<file path="src/hw/rtl/bba_pkg.sv">
// buddy block allocator: shared types, op and status codes, command kinds
// no dependencies
`timescale 1ns / 1ps

package bba_pkg;

  // op codes of an input word
  localparam logic [1:0] OP_ALLOC = 2'd0;
  localparam logic [1:0] OP_FREE  = 2'd1;
  localparam logic [1:0] OP_RESET = 2'd2;
  localparam logic [1:0] OP_SPARE = 2'd3;

  // status codes of a result word
  localparam logic [1:0] ST_OK        = 2'd0;
  localparam logic [1:0] ST_NO_FREE   = 2'd1;
  localparam logic [1:0] ST_TOO_LARGE = 2'd2;
  localparam logic [1:0] ST_BAD_FREE  = 2'd3;

  // command kinds from the front end to the engine
  localparam logic [2:0] CMD_NOP       = 3'd0;
  localparam logic [2:0] CMD_ALLOC     = 3'd1;
  localparam logic [2:0] CMD_FREE      = 3'd2;
  localparam logic [2:0] CMD_RESET     = 3'd3;
  localparam logic [2:0] CMD_TOO_LARGE = 3'd4;
  localparam logic [2:0] CMD_BAD_FREE  = 3'd5;

  // free bitmaps are kept in rows of 2^WORD_LOG2 bits
  localparam int WORD_LOG2 = 7;

  typedef struct packed {
    logic [1:0]  op;
    logic [15:0] request_bytes;
    logic [14:0] user_offset;
  } bba_in_t;

  typedef struct packed {
    logic [1:0]  status;
    logic [14:0] granted_offset;
    logic [3:0]  granted_order;
  } bba_out_t;

  typedef struct packed {
    logic [2:0]  kind;
    logic [3:0]  order;
    logic [14:0] slot;
    logic [14:0] user_offset;
  } bba_cmd_t;

  typedef struct packed {
    logic busy;
    logic res_load;
  } bba_bk_sts_t;

endpackage

</file>
<file path="src/hw/rtl/bba_front.sv">
// buddy block allocator front end: decodes an input word into a command
// depends on bba_pkg
`timescale 1ns / 1ps

module bba_front #(
  parameter int HEADER_LOG2 = 3,
  parameter int ORDERS      = 12
) (
  input  bba_pkg::bba_in_t  in_word,
  output bba_pkg::bba_cmd_t cmd
);

  localparam int MIN_LOG2  = HEADER_LOG2 + 1;
  localparam int HDR       = 1 << HEADER_LOG2;
  localparam int LEAF_LOG2 = ORDERS - 1;

  always_comb begin
    logic [16:0] need;
    logic [4:0]  k;
    logic [14:0] start;
    logic [31:0] slot_w;
    need   = {1'b0, in_word.request_bytes} + 17'(HDR);
    // smallest order whose block holds the request plus header
    k      = '0;
    for (int o = 0; o < ORDERS; o++) begin
      if ((32'd1 << (o + MIN_LOG2)) < 32'(need)) k = k + 5'd1;
    end
    start  = in_word.user_offset - 15'(HDR);
    slot_w = 32'(start) >> MIN_LOG2;
    cmd             = '0;
    cmd.slot        = slot_w[14:0];
    cmd.user_offset = in_word.user_offset;
    unique case (in_word.op)
      bba_pkg::OP_ALLOC: begin
        if (k == 5'(ORDERS)) begin
          cmd.kind = bba_pkg::CMD_TOO_LARGE;
        end else begin
          cmd.kind  = bba_pkg::CMD_ALLOC;
          cmd.order = k[3:0];
        end
      end
      bba_pkg::OP_FREE: begin
        if ((in_word.user_offset < 15'(HDR)) || (start[MIN_LOG2-1:0] != '0) ||
            ((slot_w >> LEAF_LOG2) != 32'd0)) begin
          cmd.kind = bba_pkg::CMD_BAD_FREE;
        end else begin
          cmd.kind = bba_pkg::CMD_FREE;
        end
      end
      bba_pkg::OP_RESET: cmd.kind = bba_pkg::CMD_RESET;
      default:           cmd.kind = bba_pkg::CMD_NOP;
    endcase
  end

endmodule

</file>
<file path="config.mk">
export PLATFORM = sky130hd
export DESIGN_NAME = bba_front
export DESIGN_NICKNAME = d
export VERILOG_FILES = /design/src/hw/rtl/bba_pkg.sv /design/src/hw/rtl/bba_front.sv
export SDC_FILE = /design/constraint.sdc
export NUM_CORES = 1
export LEC_CHECK = 0
export BUFFER_PORTS_ARGS = -buffer_cell sky130_fd_sc_hd__clkbuf_2
export CAP_MARGIN = 40
export CELL_PAD_IN_SITES_DETAIL_PLACEMENT = 1
export CELL_PAD_IN_SITES_GLOBAL_PLACEMENT = 2
export CORE_UTILIZATION = 31
export DETAILED_ROUTE_END_ITERATION = 6
export PLACE_DENSITY_LB_ADDON = 0.25
export SETUP_SLACK_MARGIN = 0.05
export SYNTH_ARGS = -nofsm -noshare
export SYNTH_HDL_FRONTEND = slang
export SYNTH_SLANG_ARGS = --single-unit
</file>
<file path="constraint.sdc">
create_clock -name vclk -period 16.8
set_clock_uncertainty 0.15 [all_clocks]
set_input_delay 3.36 -clock vclk [all_inputs]
set_output_delay 3.36 -clock vclk [all_outputs]
set_load 0.01 [all_outputs]
</file>
==> metrics.txt <==
total wire length 8.08 mm; Area Overhead vs Synth 9.52%; dpl hpwl 6.78 mm; adder-cell share of the synthesized area 6.44%; Die H 95.0 um; initial antenna violation count 0; critical path's most frequent cell ha_1; Port Buf Inserts 66; Core Rows 33; via count 2,842; maxcap violations 0; Max Fclk 65.9 MHz; Worst VDD drop 4.55 uV; Syn Area/Cell 7.44 sq um; required time worst endpoint 13.29 ns; RSZ-0062 raised after global routing no; Post-CTS Resized 0; CP max stage delay 0.46 ns; starting density of the core 32.3%; DIE AREA 0.00902 sq mm; Reg area 0 sq um; GP Congestion 0.850; DRT iter0 DRCs 70; router iterations before antenna repair 4; max-slew violation count 0; number of global-route vias before repair 2,668; Netlist cell types 89; CP endpoint kind primary output; Post-CTS Setup Bufs 0; Worst Hold Class primary input to primary output; status complete, no violations; # setup viols final 0; simple-gate portion of the synthesized area 33.0%; worst path bufs/invs 3; critical path's top delay family adder cells; Leakage 0.00126 uW; DRT antenna net count 0; CP arrival 11.66 ns; Ports 70; Total GRT Usage 17.7%; largest family of logic cells by synthesized area simple AND/OR/NAND/NOR gates; worst slew pin tran 0.914 ns; Fin Hold WS 6.78 ns; diode count 0; Hold Buf Count CTS 0; Hold Vio Cnt, Final 0; Yosys top cell area share 6.72%; cells after synthesis 360; wire length per cell 16.1 um; crit path kind primary input to primary output; GRT Residual Overflow 0; Setup TNS Final 0 ns; first-pass GRT wire length 13.2 mm; yosys warns 0; synth top area cells buf_4 6.7%, ha_1 6.1%, xor2_1 5.9%; die width 95.0 um; Tmin final 15.17 ns; routed vias/inst 5.65; core footprint 0.00830 sq mm; Layout clock buffers 0; largest net degree at the start of global routing 17; headroom to the max-slew limit 38.1%; post-synthesis mux area share 5.28%; Critical Path Start Type primary input; share of post-route cells with drive strength above 1 26.4%; post-synth top area cell buf_4; Syn Std Cell Area 0.00268 sq mm; slowest CP cell ha_1; Pwr Density 17.9 mW/mm^2; DRC Markers 0; sequential fraction of the synthesis area 0%; final period utilization 90.3%; sequential cells 0; final net count 446; xor-xnor portion of the synthesized cell area 14.8%; critical path fanouts, max 12; Compound-Gate Fraction of Synth Area 30.4%
[placed cells by master, fill, tap and decap left out, types with 6 or more instances in the layout]
master,n
ha_1,13
o21ai_0,10
xnor2_1,14
a21oi_1,12
xor2_1,18
nand3_1,13
or3_1,6
nand4_1,9
nand2_1,24
nor2_1,30
nor3_1,18
mux2i_1,6
inv_1,13
clkbuf_2,66
and2_1,7
[synthesized netlist by cell type (all sizes together) (6+ instances only)]
cell type	instances
nand2	24
xor2	20
nand3	14
and2	7
a21oi	13
mux2	6
nor3	18
o21ai	15
buf	28
or3	7
mux2i	7
inv	13
xnor2	15
ha	13
nand4	12
nor2	30
[stage by stage]
stage	util [%]	total power, uW	worst slack, ns	instances	area [sq um]
5_1_grt	35.4	58.6	0.950	503	2940
6_report	35.4	52.5	1.63	503	2940
2_1_floorplan	-	38.0	2.66	363	2690
4_1_cts	35.4	52.6	1.64	503	2940
3_3_place_gp	35.4	51.6	2.00	503	2940
3_5_place_dp	35.4	52.3	1.66	503	2940
[cell families after synthesis]
group                    count (synthesis)
AND/OR/NAND/NOR                        150
XOR/XNOR                                38
adder cells (fa/ha/maj)                 14
other                                    1
buffers and inverters                   44
multiplexers                            13
AO/OA/AOI/OAI                          100
[cell type report]
class	instances	area, sq um
well taps	105	131
multi-input cells	319	2420
fillers	1072	5360
inverters	13	48.8
repair buffers	66	330
[worst paths after layout]
check                 depth (start not counted)   startpoint  slack [ns]       to
worst min-delay path                          2   in_word[2]        6.78   cmd[2]
worst max-delay path                         36  in_word[18]        1.63  cmd[32]
[power breakdown]
part           leakage (uW)  internal, uW  switching, uW
clock                     0             0              0
combinational       0.00126          20.8           31.7
sequential                0             0              0
[routing by layer]
| metal | share of wire [%] | vias up | GRT usage, % | wire, um |
|---|---|---|---|---|
| met1 | 53 | 1346 | 26.9 | 4260 |
| met3 | 2.9 | 0 | 0.161 | 231 |
| met2 | 44 | 62 | 29.4 | 3590 |
| met5 | 0 | - | 0 | 0 |
| met4 | 0 | 0 | 0.253 | 0 |
| li1 | - | 1434 | - | - |
Power figures use the tool's default switching activity.
