### src/hw/rtl/bba_pkg.sv
// buddy block allocator: shared types, op and status codes, command kinds
// no dependencies
`timescale 1ns / 1ps

package bba_pkg;

  // op codes of an input word
  localparam logic [1:0] OP_ALLOC = 2'd0;
  localparam logic [1:0] OP_FREE  = 2'd1;
  localparam logic [1:0] OP_RESET = 2'd2;
  localparam logic [1:0] OP_SPARE = 2'd3;

  // status codes of a result word
  localparam logic [1:0] ST_OK        = 2'd0;
  localparam logic [1:0] ST_NO_FREE   = 2'd1;
  localparam logic [1:0] ST_TOO_LARGE = 2'd2;
  localparam logic [1:0] ST_BAD_FREE  = 2'd3;

  // command kinds from the front end to the engine
  localparam logic [2:0] CMD_NOP       = 3'd0;
  localparam logic [2:0] CMD_ALLOC     = 3'd1;
  localparam logic [2:0] CMD_FREE      = 3'd2;
  localparam logic [2:0] CMD_RESET     = 3'd3;
  localparam logic [2:0] CMD_TOO_LARGE = 3'd4;
  localparam logic [2:0] CMD_BAD_FREE  = 3'd5;

  // free bitmaps are kept in rows of 2^WORD_LOG2 bits
  localparam int WORD_LOG2 = 7;

  typedef struct packed {
    logic [1:0]  op;
    logic [15:0] request_bytes;
    logic [14:0] user_offset;
  } bba_in_t;

  typedef struct packed {
    logic [1:0]  status;
    logic [14:0] granted_offset;
    logic [3:0]  granted_order;
  } bba_out_t;

  typedef struct packed {
    logic [2:0]  kind;
    logic [3:0]  order;
    logic [14:0] slot;
    logic [14:0] user_offset;
  } bba_cmd_t;

  typedef struct packed {
    logic busy;
    logic res_load;
  } bba_bk_sts_t;

endpackage

### src/hw/rtl/bba_queue.sv
// buddy block allocator: two-entry command queue between front end and engine
// depends on bba_pkg
`timescale 1ns / 1ps

module bba_queue (
  input  logic              clk,
  input  logic              rst_n,
  input  logic              push,
  input  bba_pkg::bba_cmd_t push_cmd,
  output logic              full,
  input  logic              pop,
  output logic              head_valid,
  output bba_pkg::bba_cmd_t head_cmd
);

  bba_pkg::bba_cmd_t ent_r [2];
  logic       wp_r, rp_r;
  logic [1:0] cnt_r;
  logic       do_push, do_pop;

  assign full       = (cnt_r == 2'd2);
  assign head_valid = (cnt_r != 2'd0);
  assign head_cmd   = ent_r[rp_r];
  assign do_push    = push && !full;
  assign do_pop     = pop && head_valid;

  always_ff @(posedge clk) begin
    if (!rst_n) begin
      wp_r  <= 1'b0;
      rp_r  <= 1'b0;
      cnt_r <= 2'd0;
    end else begin
      if (do_push) wp_r <= !wp_r;
      if (do_pop)  rp_r <= !rp_r;
      if (do_push && !do_pop)      cnt_r <= cnt_r + 2'd1;
      else if (!do_push && do_pop) cnt_r <= cnt_r - 2'd1;
    end
  end

  always_ff @(posedge clk) begin
    if (do_push) ent_r[wp_r] <= push_cmd;
  end

endmodule

### config.mk
export PLATFORM = sky130hd
export DESIGN_NAME = bba_queue
export DESIGN_NICKNAME = d
export VERILOG_FILES = /design/src/hw/rtl/bba_pkg.sv /design/src/hw/rtl/bba_queue.sv
export SDC_FILE = /design/constraint.sdc
export NUM_CORES = 1
export LEC_CHECK = 0
export BUFFER_PORTS_ARGS = -buffer_cell sky130_fd_sc_hd__buf_2
export CORE_MARGIN = 4
export CORE_UTILIZATION = 55
export DETAILED_ROUTE_END_ITERATION = 7
export GPL_TIMING_DRIVEN = 1
export PLACE_DENSITY_LB_ADDON = 0.1
export SETUP_SLACK_MARGIN = 0.1
export SLEW_MARGIN = 30
export SYNTH_ARGS = -nofsm -noshare
export SYNTH_HDL_FRONTEND = slang
export SYNTH_SLANG_ARGS = --single-unit
### constraint.sdc
create_clock -name clk -period 3.82 [get_ports clk]
set_input_delay 0.764 -clock clk [delete_from_list [all_inputs] [get_ports clk]]
set_output_delay 0.764 -clock clk [all_outputs]
set_load 0.02 [all_outputs]
==> results of run 1 <==
[worst paths after layout]
kind,end,cells past startpoint
max reg2reg,ent_r[1][12]$_DFFE_PP_,2
min reg2reg,cnt_r[1]$_SDFFE_PN0P_,2
max,head_cmd[22],2
min,cnt_r[1]$_SDFFE_PN0P_,2
[cell usage after synthesis]
cell type / n
or3_1: 1
a21boi_0: 1
ha_1: 1
and2_1: 3
edfxtp_1: 74
or2_2: 1
nor2_1: 1
mux2_2: 37
xor2_1: 1
nand2b_1: 1
xnor2_1: 2
a21boi_1: 1
buf_6: 3
nor3_2: 1
o21ai_1: 1
o21ai_0: 1
inv_2: 1
buf_2: 1
o21a_1: 1
dfxtp_1: 5
and3_1: 1
inv_1: 1
[layout make-up]
cell class                 count  area (um2)  area share
sequential                    79        2320       0.652
tap                           70        87.6      0.0246
timing repair buffer          81         414       0.116
clock buffer                  11         131      0.0368
multi-input combinational     55         553       0.155
clock inverter                 5        48.8      0.0137
inverter                       2        7.51     0.00211
[flip-flops by register name, summed over array words and instances, names as in the netlist, named ones only]
| name | cells |
|---|---|
| cnt_r | 2 |
| rp_r | 1 |
| ent_r | 74 |
| wp_r | 1 |
[per-layer routing]
metal | vias to the layer above | part of all wire | global-route usage
li1 | 719 | - | -
met1 | 723 | 0.41 | 0.172
met3 | 7 | 0.059 | 0.0421
met2 | 48 | 0.52 | 0.264
met4 | 0 | 0.014 | 0.0760
met5 | - | 0 | 0
[critical path, stage by stage (launching register included)]
cell and delay [ns]:
dfxtp_2 0.88, mux2_2 0.43, buf_2 0.16
[power by group]
group          leakage [nW]  total [mW]  switching, mW  internal [mW]
registers             0.733        1.18         0.0860           1.09
logic                 0.523       0.660          0.368          0.292
clock network        0.0945       0.564          0.267          0.297
[cells by family after synthesis]
| family | share of synthesized area |
|---|---|
| flip-flops | 0.797 |
| multiplexers | 0.143 |
| AND/OR/NAND/NOR | 0.0198 |
| buffers and inverters | 0.0159 |
| AO/OA/AOI/OAI | 0.0112 |
| XOR/XNOR | 0.00902 |
| adder cells (fa/ha/maj) | 0.00429 |
==> summary.md, run 1 <==
| Metric | Value |
|---|---|
| Status | completed |
| Max H-tree Level | 3 |
| Synth top area share | 0.763 |
| Final instance area | 0.00357 mm2 |
| Setup ws final | 1.24 ns |
| Design Power | 2.40 mW |
| Clk sinks | 79 |
| Dpl ws | 1.37 ns |
| Placed cells | 286 |
| Final TNS setup | 0 ns |
| Vias per cell | 4.94 |
| CTS Root Cell | clkbuf_8 |
| Setup Viol. Count Final | 0 |
| Synthesized net count | 182 |
| Power per cell area | 673 mW/mm2 |
| Number of fill cells | 354 |
| Die X | 80.8 um |
| Setup repair after global routing missed its margin | false |
| Clock buffer depth | 2 |
| Yosys reg bits | 79 |
| Synth area leaders | edfxtp_1, mux2_2, dfxtp_1 |
| Largest net degree at the start of global routing | 38 |
| Most frequent cells in the layout | buf_2, edfxtp_1, mux2_2 |
| # hold bufs at CTS | 0 |
| Final hold vios | 0 |
| Fmax | 387 MHz |
| DP Area | 0.00337 mm2 |
| Most common cell after layout, fill and taps aside | buf_2 |
| R2R Path Start | cnt_r[0]$_SDFFE_PN0P_ |
| First-pass GRT wire length | 7.21 mm |
| Die area | 0.00653 mm2 |
| Synth warn | 0 |
| Register area share after synthesis | 0.797 |
| Peak VDD IR | 481 uV |
| Core area | 0.00511 mm2 |
| Slew margin rel. | 0.412 |
| Final period util | 0.676 |
| Crit path DAT | 1.82 ns |
| Crit path launch type | flop |
| Synthesized area | 0.00291 mm2 |
| Setup bufs post-CTS | 0 |
| Initial core utilization | 0.571 |
| Final Skew | 0.00688 ns |
| Yosys cell types | 22 |
| ANT cells | 0 |
| GR Overflow Total | 0 |
| TritonCTS clock tree | built |
| HP Class | flop to flop |
| Dpl hpwl | 3.15 mm |
| R2R Setup Slk | 2.05 ns |
| Fin util | 0.698 |
| DRC errors left | 0 |
| Post-DRT Antenna Nets | 0 |
| Gates resized, CTS repair | 0 |
| Ports | 80 |
| Final Max Slew Viols | 0 |
| Cell taking the most area after synthesis | edfxtp_1 |
| Area grow syn2layout | 22.4% |
| Min-delay src | cnt_r[1]$_SDFFE_PN0P_ |
| Mapped Avg Cell Area | 20.8 um2 |
| Clock transition at path regs | 0.07 ns |
| IO buf count | 79 |
| Crit path max fanout | 37 |
| Fin cells | 303 |
| Max_cap viols | 0 |
| Mapped Cells | 140 |
| Die height | 80.8 um |
| Worst skew pair latency | 0.33 ns |
| Drt first pass iters | 4 |
| Worst EP required | 3.06 ns |
| Critical path class | flop to primary output |
| Total Routing Usage GR | 0.152 |
| Pleak | 1.35 nW |
| Wire per inst | 15.4 um |
| Initial antenna violation count | 0 |
| Rows | 26 |
| Fin Hold WS | 0.522 ns |
| Nets | 270 |
| WL final | 4.66 mm |
| Overall via count from detail_route | 1497 |
| Crit end category | primary output |
| Layout cells sized above 1 | 0.584 |
| Num CTS Buffers | 9 |
| Worst-Margin Slew | 0.882 ns |
| DR iter-0 viols | 86 |
| Min cycle time layout | 2.58 ns |
| Placer Congestion | 0.616 |
| Vias in the first global route | 1558 |
No activity file was read; power rests on OpenSTA's default activity.
==> inputs of run 2 (changes only) <==
- CORE_UTILIZATION: 55 -> 46
- clock period: 3.82 -> 2.1 ns (I/O delays scaled with it)
==> run 2 against run 1 <==
Combinational power up 100%. Non-clock buffer count rose by 2. Clock power is 57% higher. First-iteration DRC count fell by 24%. Via count is 2.3% higher. Global-route usage fell by 1.1 points. Hold slack worse by 0.25 ns. Core utilization shrank 10 points. Clock-buffer cell count grew 2. Clock skew is 0.00087 ns higher. Setup slack got worse by 0.99 ns. Critical path depth up 1.
==> summary.md, run 2 (same netlist as run 1, synthesis figures left out) <==
| Metric | Value |
|---|---|
| Status | completed (unchanged) |
| Placer Congestion | 0.697 (was 0.616) |
| Rows | 28 (was 26) |
| Design Power | 4.28 mW (was 2.40 mW) |
| HP Class | input port to flop (was flop to flop) |
| Final Max Slew Viols | 0 (unchanged) |
| Critical path class | flop to primary output (unchanged) |
| Slew margin rel. | 0.724 (was 0.412) |
| Final TNS setup | 0 ns (unchanged) |
| IO buf count | 79 (unchanged) |
| Min-delay src | push_cmd[18] (was cnt_r[1]$_SDFFE_PN0P_) |
| Power per cell area | 1200 mW/mm2 (was 673 mW/mm2) |
| Area of the multi-input gates | 553 um2 (unchanged) |
| R2R Path Start | cnt_r[0]$_SDFFE_PN0P_ (unchanged) |
| Crit end category | primary output (unchanged) |
| Combinational share of power | 0.314 (was 0.275) |
| Total Routing Usage GR | 0.141 (was 0.152) |
| Worst skew pair latency | 0.33 ns (about the same) |
| Largest register FFs | 74 (unchanged) |
| GR Overflow Total | 0 (unchanged) |
| FF+latch area | 0.00232 mm2 (unchanged) |
| DRC errors left | 0 (unchanged) |
| Crit path launch type | flop (unchanged) |
| Crit path max fanout | 25 (was 37) |
| WL final | 5.15 mm (was 4.66 mm) |
| TritonCTS clock tree | built (unchanged) |
| Post-DRT Antenna Nets | 0 (unchanged) |
| Ports | 80 (unchanged) |
| Final hold vios | 0 (unchanged) |
| Max_cap viols | 0 (unchanged) |
| Met2 Wirelength | 2.84 mm (was 2.43 mm) |
| Met3 wire length | 315 um (was 277 um) |
| R2R Setup Slk | 0.48 ns (was 2.05 ns) |
| Critical path's slowest cell | mux2_2 (was dfxtp_2) |
| Drt first pass iters | 4 (unchanged) |
| Final period util | 0.884 |
| Overall via count from detail_route | 1532 (was 1497) |
| Largest net degree at the start of global routing | 39 (was 38) |
| Clock transition at path regs | 0.07 ns (about the same) |
| Number of fill cells | 475 (was 354) |
| Clk sinks | 79 (unchanged) |
| Sw frac | 0.307 (was 0.300) |
| Dpl hpwl | 3.64 mm (was 3.15 mm) |
| Clk network pwr share | 0.206 (was 0.235) |
| Setup Viol. Count Final | 0 (unchanged) |
| Num CTS Buffers | 9 (unchanged) |
| Reg power frac | 0.480 (was 0.490) |
| Psw | 1.31 mW (was 0.721 mW) |
| Vias per cell | 4.96 (was 4.94) |
| Fmax | 539 MHz |
| Layout cells sized above 1 | 0.577 (was 0.584) |
| DR iter-0 viols | 65 (was 86) |
| Die area | 0.00767 mm2 (was 0.00653 mm2) |
| Die height | 87.6 um (was 80.8 um) |
| Max H-tree Level | 3 (unchanged) |
| Clock buffer depth | 2 (unchanged) |
| Worst path top cell family by delay | buffers and inverters (was flip-flops) |
| Area grow syn2layout | 22.8% (was 22.4%) |
| Crit path DAT | 1.44 ns (was 1.82 ns) |
| Most common cell after layout, fill and taps aside | buf_2 (unchanged) |
| DR top layer | met4 (unchanged) |
| Min cycle time layout | 1.86 ns |
| Most frequent cells in the layout | buf_2, edfxtp_1, mux2_2 (unchanged) |
| Met1 Wirelength | 1.90 mm (was 1.89 mm) |
| CP Buf/Inv Count | 2 (was 1) |
| Core area | 0.00603 mm2 (was 0.00511 mm2) |
| Initial antenna violation count | 0 (unchanged) |
| ANT cells | 0 (unchanged) |
| Die X | 87.6 um (was 80.8 um) |
| Top Registers | ent_r: 74 flops, cnt_r: 2 flops (unchanged) |
| Wire per inst | 16.7 um (was 15.4 um) |
| Max stage delay on crit path | 0.38 ns (was 0.88 ns) |
| Worst EP required | 1.68 ns (was 3.06 ns) |
| CTS Root Cell | clkbuf_8 (unchanged) |
| Nets | 272 (was 270) |
| Worst-Margin Slew | 0.414 ns (was 0.882 ns) |
| Vias in the first global route | 1682 (was 1558) |
| Initial core utilization | 0.484 (was 0.571) |
| First-pass GRT wire length | 7.91 mm (was 7.21 mm) |
| Setup repair after global routing missed its margin | false (unchanged) |
| Pleak | 1.35 nW (about the same) |
| Most flop-heavy register | ent_r (unchanged) |
| Peak VDD IR | 760 uV (was 481 uV) |
| Final Skew | 0.00775 ns (was 0.00688 ns) |
| Crit path cell chain | buf_6, mux2_2, buf_2 (was mux2_2, buf_2) |
| Internal | 2.97 mW (was 1.68 mW) |
==> run 2: changes by cell type in the layout (fill, tap and decap cells not counted), sizes merged <==
cell    before  now
buf         81   83
bufinv       1    0
clkbuf      11   13
clkinv       4    2
==> run 2: worst paths after layout <==
| kind | to | cells after the start |
|---|---|---|
| setup / recovery | head_cmd[36] | 3 |
| hold / removal | ent_r[1][18]$_DFFE_PP_ | 1 |
| setup reg to reg | ent_r[1][13]$_DFFE_PP_ | 3 |
| hold reg to reg | cnt_r[1]$_SDFFE_PN0P_ | 2 |
==> run 2: metrics by stage <==
step | hold slack, ns | cell area [um2] | instances | setup slack, ns | util
floorplan | 0.479 | 2920 | 140 | 0.143 | -
global placement | 0.491 | 3430 | 294 | 0.507 | 0.569
detailed placement | 0.537 | 3430 | 294 | 0.460 | 0.569
CTS | 0.261 | 3580 | 309 | 0.121 | 0.593
global route | 0.254 | 3580 | 309 | 0.169 | 0.594
finish | 0.276 | 3580 | 309 | 0.244 | 0.594
==> run 2: layout make-up <==
type,instances,area share
clock buffers,13,0.0388
clock inverters,2,0.00245
inverters,2,0.00210
multi-input cells,55,0.154
flip-flops and latches,79,0.649
well taps,75,0.0262
repair buffers,83,0.127
==> run 2: power by group through the flow <==
stage / logic, mW / registers (mW) / clock network [mW]
after floorplan: 0.963 / 2.06 / 0
after global placement: 1.34 / 2.07 / 0
after detailed placement: 1.36 / 2.09 / 0
after CTS: 1.37 / 2.06 / 0.919
after global routing: 1.44 / 2.07 / 0.989
final: 1.34 / 2.05 / 0.883
==> run 2: routing by layer <==
| metal | up-vias | track usage |
|---|---|---|
| met1 | 745 | 0.152 |
| met3 | 11 | 0.0367 |
| met2 | 51 | 0.253 |
| li1 | 725 | - |
| met5 | - | 0 |
| met4 | 0 | 0.0725 |
==> run 2: repair_timing <==
action / in CTS / in global routing
hold buffers: 0 / 0
gates resized for setup: 0 / 1
setup endpoints to repair: 0 / 2
endpoints found under the hold margin: 0 / 0
setup buffers: 0 / 0
==> inputs of run 3 (changes only) <==
- ABC_AREA: unset -> 1
- CORE_UTILIZATION: 46 -> 47
==> run 3 against run 2 <==
Setup slack got worse by 0.035 ns. Cell area is 5.3% higher. Non-clock buffer count unchanged. Largest cell class unchanged. Largest power group unchanged. Hold slack worse by 0.0049 ns. Final cell count grew 4.9%.
==> summary.md, run 3 <==
| Metric | Value |
|---|---|
| Status | completed (unchanged) |
| Rows | 29 (was 28) |
| R2R Path Start | cnt_r[1]$_SDFFE_PN0P_ (was cnt_r[0]$_SDFFE_PN0P_) |
| Clk network pwr share | 0.253 (was 0.206) |
| Die height | 88.8 um (was 87.6 um) |
| DP Area | 0.00356 mm2 (was 0.00343 mm2) |
| R2r endpoint | cnt_r[1]$_SDFFE_PN0P_ (was ent_r[1][13]$_DFFE_PP_) |
| Pleak | 1.51 nW (was 1.35 nW) |
| Setup Viol. Count Final | 0 (unchanged) |
| Synth top area share | 0.724 (was 0.763) |
| Nets | 284 (was 272) |
| DRC errors left | 0 (unchanged) |
| Most frequent cell after synthesis | edfxtp_1 (unchanged) |
| Combinational share of power | 0.293 (was 0.314) |
| Largest net degree at the start of global routing | 31 (was 39) |
| Cell taking the most area after synthesis | edfxtp_1 (unchanged) |
| Yosys reg bits | 79 (unchanged) |
| Ys flop type | edfxtp_1 (unchanged) |
| Fin cells | 324 (was 309) |
| Critical path class | flop to primary output (unchanged) |
| Final period util | 0.900 (was 0.884) |
| Crit path launch type | flop (unchanged) |
| Worst EP required | 1.68 ns (about the same) |
| Peak VDD IR | 775 uV (was 760 uV) |
| Placed cells | 308 (was 294) |
| Die area | 0.00788 mm2 (was 0.00767 mm2) |
| WL final | 4.93 mm (was 5.15 mm) |
| Most common cell after layout, fill and taps aside | buf_2 (unchanged) |
| Number of flops mapped to enable cells by yosys | 74 (unchanged) |
| Final hold vios | 0 (unchanged) |
| Overall via count from detail_route | 1543 (was 1532) |
| Vias in the first global route | 1668 (was 1682) |
| Placer Congestion | 0.673 (was 0.697) |
| Total Routing Usage GR | 0.134 (was 0.141) |
| Mapped Avg Cell Area | 20.2 um2 (was 20.8 um2) |
| Most frequent cells in the layout | buf_2, edfxtp_1, mux2_4 (was buf_2, edfxtp_1, mux2_2) |
| Min cycle time layout | 1.89 ns (was 1.86 ns) |
| Vias per cell | 4.76 (was 4.96) |
| Ports | 80 (unchanged) |
| Max_cap viols | 0 (unchanged) |
| Clock buffer depth | 2 (unchanged) |
| Min-delay src | push_cmd[25] (was push_cmd[18]) |
| Crit path cell chain | buf_6, mux2_2, buf_2 (unchanged) |
| Area grow syn2layout | 22.8% (about the same) |
| DR iter-0 viols | 58 (was 65) |
| Crit path to | head_cmd[26] (was head_cmd[36]) |
| Drt first pass iters | 4 (unchanged) |
| Final instance area | 0.00377 mm2 (was 0.00358 mm2) |
| Die X | 88.8 um (was 87.6 um) |
| Register area share after synthesis | 0.757 (was 0.797) |
| TritonCTS clock tree | built (unchanged) |
| Met3 wire length | 366 um (was 315 um) |
| Initial core utilization | 0.483 (was 0.484) |
| Synth warn | 0 (unchanged) |
| Crit end category | primary output (unchanged) |
| Slew margin rel. | 0.791 (was 0.724) |
| Wire per inst | 15.2 um (was 16.7 um) |
| Ys async rst share | 0 (unchanged) |
| Post-DRT Antenna Nets | 0 (unchanged) |
| Worst skew pair latency | 0.33 ns (about the same) |
| Most flop-heavy register | ent_r (unchanged) |
| R2R Setup Slk | 0.55 ns (was 0.48 ns) |
| DR top layer | met4 (unchanged) |
| Core area | 0.00635 mm2 (was 0.00603 mm2) |
| Power per cell area | 1210 mW/mm2 (was 1200 mW/mm2) |
| Post-synth top cells | edfxtp_1, mux2_4, nor2_1, inv_1 (was edfxtp_1, mux2_2, dfxtp_1, and2_1, buf_6) |
| Top Registers | ent_r: 74 flops, cnt_r: 2 flops (unchanged) |
| Final TNS setup | 0 ns (unchanged) |
| Mapped Cells | 152 (was 140) |
| Max stage delay on crit path | 0.37 ns (was 0.38 ns) |
| Clock transition at path regs | 0.07 ns (about the same) |
| Initial antenna violation count | 0 (unchanged) |
| Setup repair after global routing missed its margin | false (unchanged) |
| Psw | 1.31 mW (about the same) |
| Critical path's slowest cell | mux2_2 (unchanged) |
| Synthesized net count | 194 (was 182) |
| Yosys cell types | 16 (was 22) |
| # hold bufs at CTS | 0 (unchanged) |
| Largest register FFs | 74 (unchanged) |
| Number of fill cells | 496 (was 475) |
| ANT cells | 0 (unchanged) |
| Final Skew | 0.00550 ns (was 0.00775 ns) |
| CTS Root Cell | clkbuf_8 (unchanged) |
| Synth area leaders | edfxtp_1, mux2_4, dfxtp_1 (was edfxtp_1, mux2_2, dfxtp_1) |
| Final Max Slew Viols | 0 (unchanged) |
| Worst Reg-to-Reg Cells | 9 (was 3) |
| Crit path max fanout | 23 (was 25) |
| Reg power frac | 0.454 (was 0.480) |
| Internal | 3.24 mW (was 2.97 mW) |
| Met1 Wirelength | 1.83 mm (was 1.90 mm) |
| Clk sinks | 79 (unchanged) |
| Worst-Margin Slew | 0.314 ns (was 0.414 ns) |
| Synthesized area | 0.00307 mm2 (was 0.00291 mm2) |
| First-pass GRT wire length | 7.56 mm (was 7.91 mm) |
| Dpl hpwl | 3.45 mm (was 3.64 mm) |
| Crit path DAT | 1.47 ns (was 1.44 ns) |
| Met2 Wirelength | 2.62 mm (was 2.84 mm) |
| Num CTS Buffers | 9 (unchanged) |
| Layout cells sized above 1 | 0.555 (was 0.577) |
| HP Class | input port to flop (unchanged) |
| IO buf count | 79 (unchanged) |
| Sw frac | 0.288 (was 0.307) |
| GR Overflow Total | 0 (unchanged) |
| Max H-tree Level | 3 (unchanged) |
| Fmax | 529 MHz (was 539 MHz) |
==> run 3: layout make-up <==
type                       instances  area [um2]  area share
multi-input combinational         61         659       0.175
timing repair buffer              83         454       0.121
tap                               77        96.3      0.0256
sequential                        79        2320       0.617
clock inverter                     4        70.1      0.0186
inverter                           8        30.0     0.00797
clock buffer                      12         135      0.0359
==> run 3: layer usage <==
layer  vias to the layer above  GRT usage
li1                        750          -
met1                       733      0.133
met2                        50      0.237
met3                        10     0.0466
met4                         0     0.0865
met5                         -          0
==> run 3: cell families (layout without fill, tap and decap cells) <==
group           after synthesis  after routing  synth area share
flops                        79             79             0.757
mux                          37             37             0.173
fa+ha+maj                     1              1           0.00408
buf+inv                      12            107            0.0330
simple gates                 18             18            0.0232
compound gates                5              5            0.0102
==> run 3: repair_timing <==
action                                  4_1_cts  5_1_grt
gates resized for setup                       1        0
endpoints found under the setup margin        6        0
buffers inserted                              0        0
==> run 3: per-stage QoR <==
stage	total power [mW]	utilization	hold slack (ns)	setup WS, ns
final	4.55	0.593	0.271	0.209
after global routing	4.79	0.593	0.244	0.128
after CTS	4.62	0.593	0.246	0.162
after detailed placement	3.45	0.561	0.492	0.451
after global placement	3.41	0.561	0.488	0.487
after floorplan	3.11	-	0.467	-0.382
==> run 3: how the worst min path moves through the flow <==
stage | end | slack, ns | depth (start not counted)
CTS | ent_r[0][23]$_DFFE_PP_ | 0.25 | 1
global placement | rp_r$_SDFFE_PN0P_ | 0.49 | 2
finish | ent_r[1][25]$_DFFE_PP_ | 0.27 | 1
global route | ent_r[1][6]$_DFFE_PP_ | 0.24 | 1
detailed placement | flop | 0.49 | 2
floorplan | flop | 0.47 | 2
==> run 3: worst max-delay path, delay by kind of cell (launching register included) <==
family,cells,cell delay [ns]
flip-flops,1,0.34
multiplexers,1,0.37
buffers and inverters,2,0.43
==> run 3: power groups by stage <==
stage	clock network [mW]	registers, mW	logic (mW)
4_1_cts	1.20	2.07	1.36
3_5_place_dp	0	2.10	1.35
3_3_place_gp	0	2.09	1.32
5_1_grt	1.26	2.08	1.44
2_1_floorplan	0	2.09	1.02
6_report	1.15	2.06	1.33
